File: src/rtl/assert_macros.svh
// Assertion macros shared by the RTL.
`ifndef ASSERT_MACROS_SVH
`define ASSERT_MACROS_SVH

// Checked at every rising edge once reset is released.
`define ASSERT_CLK(label, clk, rst_n, prop, msg) \
    label: assert property (@(posedge clk) disable iff (!rst_n) prop) else $error(msg);

// Checked at every rising edge, reset included.
`define ASSERT_ALWAYS(label, clk, prop, msg) \
    label: assert property (@(posedge clk) prop) else $error(msg);

`endif

File: src/rtl/mcm_pkg.sv
// Types and constants for the 4x4 column multiply block.
`timescale 1ns / 1ps

package mcm_pkg;

    localparam int LANES  = 4;
    localparam int ELEM_W = 32;
    localparam int IDX_W  = 2;
    localparam int PROD_W = 64;
    localparam int PAIR_W = 65;
    localparam int SUM_W  = 66;
    localparam int RND_W  = 67;

    localparam logic CMD_LOAD = 1'b0;
    localparam logic CMD_MULT = 1'b1;

    localparam logic [ELEM_W-1:0] Q_MAX = 32'h7FFF_FFFF;
    localparam logic [ELEM_W-1:0] Q_MIN = 32'h8000_0000;

    typedef logic [ELEM_W-1:0]        t_elem;
    typedef t_elem [LANES-1:0]        t_vec;
    typedef logic signed [SUM_W-1:0]  t_sum;
    typedef t_sum [LANES-1:0]         t_sum_vec;

    typedef struct packed {
        logic                     command;
        logic [IDX_W-1:0]         index;
        logic signed [ELEM_W-1:0] elem0;
        logic signed [ELEM_W-1:0] elem1;
        logic signed [ELEM_W-1:0] elem2;
        logic signed [ELEM_W-1:0] elem3;
    } t_in_item;

    typedef struct packed {
        logic [IDX_W-1:0]         column_index;
        logic signed [ELEM_W-1:0] out0;
        logic signed [ELEM_W-1:0] out1;
        logic signed [ELEM_W-1:0] out2;
        logic signed [ELEM_W-1:0] out3;
        logic                     saturated;
    } t_out_item;

    typedef struct packed {
        logic en1;
        logic en2;
        logic en3;
    } t_pipe_ctl;

endpackage

File: src/rtl/mcm_merge.sv
// Merge stage: round, saturate and collect the lane sums into the output register.
`timescale 1ns / 1ps

module mcm_merge #(
    parameter int FRAC_BITS = 16
) (
    input  logic                         i_clk,
    input  logic                         i_rst_n,
    input  logic                         i_valid,
    input  logic [mcm_pkg::IDX_W-1:0]    i_index,
    input  mcm_pkg::t_sum_vec            i_sum,
    output logic                         o_ready,
    output logic                         o_out_valid,
    input  logic                         i_out_ready,
    output mcm_pkg::t_out_item           o_out_data
);

    localparam logic [mcm_pkg::RND_W-1:0] HALF =
        (mcm_pkg::RND_W'(1) << FRAC_BITS) >> 1;

    logic signed [mcm_pkg::RND_W-1:0] w_rnd [mcm_pkg::LANES];
    logic signed [mcm_pkg::RND_W-1:0] w_shf [mcm_pkg::LANES];
    logic [mcm_pkg::LANES-1:0]        w_fit;
    mcm_pkg::t_elem                   w_res [mcm_pkg::LANES];

    logic               r_out_valid;
    mcm_pkg::t_out_item r_out_data;
    mcm_pkg::t_out_item n_out_data;

    for (genvar l = 0; l < mcm_pkg::LANES; l++) begin : g_lane
        logic [mcm_pkg::RND_W-mcm_pkg::ELEM_W:0] w_top;
        assign w_rnd[l] = mcm_pkg::RND_W'($signed(i_sum[l])) + $signed(HALF);
        assign w_shf[l] = w_rnd[l] >>> FRAC_BITS;
        assign w_top    = w_shf[l][mcm_pkg::RND_W-1:mcm_pkg::ELEM_W-1];
        assign w_fit[l] = (&w_top) || !(|w_top);
        assign w_res[l] = w_fit[l] ? w_shf[l][mcm_pkg::ELEM_W-1:0]
                        : (w_rnd[l][mcm_pkg::RND_W-1] ? mcm_pkg::Q_MIN : mcm_pkg::Q_MAX);
    end

    always_comb begin
        n_out_data.column_index = i_index;
        n_out_data.out0         = w_res[0];
        n_out_data.out1         = w_res[1];
        n_out_data.out2         = w_res[2];
        n_out_data.out3         = w_res[3];
        n_out_data.saturated    = !(&w_fit);
    end

    assign o_ready = !r_out_valid || i_out_ready;

    always_ff @(posedge i_clk) begin
        if (!i_rst_n) begin
            r_out_valid <= 1'b0;
        end else if (o_ready) begin
            r_out_valid <= i_valid;
        end
    end

    always_ff @(posedge i_clk) begin
        if (o_ready && i_valid) begin
            r_out_data <= n_out_data;
        end
    end

    assign o_out_valid = r_out_valid;
    assign o_out_data  = r_out_data;

endmodule

File: config.mk
export PLATFORM = sky130hd
export DESIGN_NAME = mcm_merge
export DESIGN_NICKNAME = d
export VERILOG_FILES = /design/src/rtl/assert_macros.svh /design/src/rtl/mcm_pkg.sv /design/src/rtl/mcm_merge.sv
export SDC_FILE = /design/constraint.sdc
export NUM_CORES = 1
export LEC_CHECK = 0
export BUFFER_PORTS_ARGS = -buffer_cell sky130_fd_sc_hd__buf_2
export CELL_PAD_IN_SITES_DETAIL_PLACEMENT = 1
export CELL_PAD_IN_SITES_GLOBAL_PLACEMENT = 2
export CORE_MARGIN = 1
export CORE_UTILIZATION = 26
export DETAILED_ROUTE_END_ITERATION = 10
export GPL_TIMING_DRIVEN = 0
export PLACE_DENSITY_LB_ADDON = 0.1
export SETUP_SLACK_MARGIN = 0.5
export SLEW_MARGIN = 40
export SYNTH_ARGS = -nofsm -noshare
export SYNTH_HDL_FRONTEND = slang
export SYNTH_SLANG_ARGS = --single-unit
File: constraint.sdc
create_clock -name i_clk -period 4.55 [get_ports i_clk]
set_input_delay 0.6825 -clock i_clk [delete_from_list [all_inputs] [get_ports i_clk]]
set_output_delay 0.6825 -clock i_clk [all_outputs]
set_load 0.02 [all_outputs]
# After elaboration in Yosys (flattened, before gate mapping)
# Cells that the tools add are included.
# W data, S select, Z words.
# totals
reg_bits,132
in_bits,270
out_inout_bits,133
# op_classes
addsub,4
muxes,8
n_reduce_logical,21
# ops
operator,count
$add A66 B17 Y67 const B,4
$mux W32,8
$reduce_and A20 Y1,4
$reduce_or A20 Y1,4
$logic_not A1 Y1,6
$logic_or A1 B1 Y1,5
$reduce_and A4 Y1,1
$logic_and A1 B1 Y1,1

# Longest topological paths before layout
# depth
ltp_word,6
mapped_depth,13

# Worst setup path before layout
# OpenSTA, ideal clock, no wires.
# synth_timing
kind,input-to-reg
startpoint,input i_out_ready
endpoint,"register r_out_data (netlist bit o_out_data[0]), enable pin"
arrival_ns,3.986
slack_ns,0.058
cell_stages,2
n_path_buf,0
path_cell_list,nand2b_1 and2_1
# synth_via
elab_chain_cells,2
# synth_rtl
element,line,source
start: declaration,mcm_merge.sv:14,"input logic i_out_ready,"
$logic_or A1 B1 Y1,mcm_merge.sv:49,assign o_ready = !r_out_valid || i_out_ready;
$logic_and A1 B1 Y1,mcm_merge.sv:60,if (o_ready && i_valid) begin
end signal: assignment,mcm_merge.sv:61,r_out_data <= n_out_data;
end: declaration,mcm_merge.sv:27,mcm_pkg::t_out_item r_out_data;
# No other way between the ends.
# A chain may end at the register's enable or synchronous reset.

==> reports/qor.yml <==
synth_top_flop_cell: "edfxtp_1"
die_area_mm2: 0.0394
drtAntennaViolNets: 0
relSlewSlack_pct: 50.6
multi_input_area_mm2: 0.00597
final_cell_mix: "350 x buf_2, 131 x edfxtp_1, 99 x mux2i_1, 84 x nand2_1, 84 x xor2_1"
reg2reg_from: "o_out_valid"
yosys_warnings: 0
syn_avg_cell_area_um2: 9.46
async_reset_ff_share_pct: 0
path_class: "in2reg"
grt_pass1_wl_um: 55100
grt_max_degree: 41
via_per_inst: 4.90
outcome: "finished, final reports clean"
maxSlewViolCount: 0
slowest_stage: "or4_1"
switchingPower_mw: 1.02
final_common_cell: "buf_2"
fill_cells: 4501
cts_tree: "done"
p_seq_share_pct: 40.8
rsz0062_at_grt: "no"
synth_edf_count: 131
syn-instance-count: 1062
worstHoldStart: "i_index[1]"
hpwl_um: 29400
worstSkewPairLatency_ns: 0.43
placed_area_mm2: 0.0125
finalHoldViolations: 0
grt_pass1_vias: 9637
powerDensity_mw_per_mm2: 264
cts_hold_buf: 0
drt-total-wl_um: 36700
cp.arrival_ns: 4.04
crit_path_end_kind: "flip-flop"
max_freq_mhz: 258
period_share_pct: 85.1
skew_ns: 0.00769
syn_nets: 1336
num-nets-final: 1714
fp.coreArea_mm2: 0.0378
synth_top_area_share_pct: 39.1
final.min_clock_period_ns: 3.87
final_layout_size_suffix_gt1_share_pct: 31.2
root_buffer: "clkbuf_16"
vias: 9652
grt_overflow_total: 0
netSwitchingFraction_pct: 28.9
ys_seq_elements: 132
dieWidth_um: 199
portBuffers: 338
syn_area_mm2: 0.0101
synthDistinctLibCells: 58
internal_power_mw: 2.51
wl_per_cell_um: 18.7
cts_buffer_depth: 2
max-vdd-ir-drop_mv: 0.163
pin_count: 403
critPathLaunchType: "input pin"
setup_viol: 0
worstPathRequired_ns: 4.72
htreeDepth: 4
path_clk_slew_ns: 0.06
p_clk_share_pct: 41.5
final_area_mm2: 0.0134
worst_slew_pin_slew_ns: 0.738
worstSetupStartpoint: "i_sum[108]"
dr.first_iter.drc_count: 346
seq_area_mm2: 0.00395
min_path_type: "in2reg"
dr.pass1.iters: 4
area_growth_pct: 33.1
leakage_nw: 5.32
gp_congestion: 0.834
grt_use_total_pct: 18.2
antenna_found_initial: 9
row_count: 71
clkSinkCount: 132
crit_chain: "buf_2 -> nand4_4 -> nor4_4 -> buf_4 -> nand3_2 -> o21a_1 -> nand3b_1 -> or4_1 -> or4_1 -> o21a_1 -> clkbuf_2 -> or4b_1"
synth_top_cell_by_area: "edfxtp_1"
start_util_pct: 26.6
dieHeight_um: 199
cap_viol_max_count: 0
slowest_delay_ns: 0.50
synth.area.top_cells: "edfxtp_1 39%, mux2i_1 9.9%, xor2_1 7.3%"
combPwrFrac_pct: 17.7
numCtsBuffers: 17
drcViolationCount: 0
cp_max_fo: 8
final_util_pct: 35.4
synth-seq-area-share_pct: 39.3
-- synthesized netlist by cell type, types with 3 or more instances --
cell	n
nor4_1	38
edfxtp_1	131
a31oi_1	5
a311oi_1	3
o2111ai_1	3
o211ai_1	3
o21a_1	6
or3_1	14
a31o_2	4
nand3_1	80
xnor2_1	78
nor2_1	69
a21oi_1	43
o21ai_0	9
and3_1	35
and4_1	14
or2_2	7
inv_1	30
mux2i_1	99
nand2b_1	3
ha_1	4
nand3b_1	3
or4_1	10
nor4_2	3
clkbuf_1	31
and2_1	7
a211oi_1	6
xor2_1	84
buf_2	14
nand4_1	66
nor3_1	40
nand2_1	84
-- cells by family after synthesis --
logic type	Yosys count	share of synthesized area, %
AO/OA/AOI/OAI	101	6.57
XOR/XNOR	162	14.1
adder cells (fa/ha/maj)	4	0.498
buffers and inverters	75	2.98
flip-flops	132	39.3
multiplexers	101	10.1
AND/OR/NAND/NOR	487	26.4
-- area by class of cell --
class                   count  area share [%]
multi-input cells         855            44.6
clock buffers              17            3.18
well taps                 511            4.78
clock inverters            15            1.35
diodes                      4          0.0748
repair buffers            359            14.1
inverters                  30           0.842
plain buffers              45            1.53
flip-flops and latches    132            29.6
-- path summary, 6_finish.rpt --
| kind | endpoint | slack, ns | cells past startpoint |
|---|---|---|---|
| max | o_out_data[0] | 0.68 | 12 |
| min | o_out_data[130] | 0.44 | 1 |
| max reg2reg | o_out_data[77] | 2.50 | 5 |
| min reg2reg | o_out_valid | 0.59 | 2 |
-- critical path: cells and delay by family --
kind	cells	cell delay (ns)
buffers and inverters	3	0.54
AO/OA/AOI/OAI	2	0.41
AND/OR/NAND/NOR	7	2.40
-- state kept, by name, summed over array words and instances (netlist names) --
register	cells
o_out_data	131
o_out_valid	1
-- power by group through the flow --
| stage | combinational, mW | sequential (mW) | clock (mW) |
|---|---|---|---|
| finish | 0.625 | 1.44 | 1.47 |
| global route | 0.683 | 1.45 | 1.56 |
| CTS | 0.628 | 1.44 | 1.52 |
| detailed placement | 0.623 | 1.47 | 0 |
| global placement | 0.610 | 1.47 | 0 |
| floorplan | 0.211 | 1.56 | 0 |
-- through the flow --
stage	hold WS (ns)	power, mW	worst slack [ns]	instances	setup TNS, ns
2_1_floorplan	0.749	1.77	0.728	1062	0
3_3_place_gp	0.590	2.08	-0.407	1911	-30.78
3_5_place_dp	0.611	2.09	-0.379	1914	-24.83
4_1_cts	0.413	3.59	0.523	1949	0
5_1_grt	0.421	3.69	0.502	1964	0
6_report	0.440	3.53	0.677	1968	0
-- what timing repair did --
item                       CTS  global route
cloned                       0             0
setup endpoints to repair   93           121
setup buffers                3            15
pin swaps                    3             9
gates resized for setup     13            26
-- per-layer routing --
metal | track usage (%) | up-vias | share of wire [%]
met5 | 0 | - | 0.19
met1 | 23.5 | 4606 | 45
met3 | 4.82 | 35 | 6.3
li1 | - | 4767 | -
met4 | 4.47 | 10 | 1.2
met2 | 30.1 | 234 | 47
(Power assumes the default switching activity.)
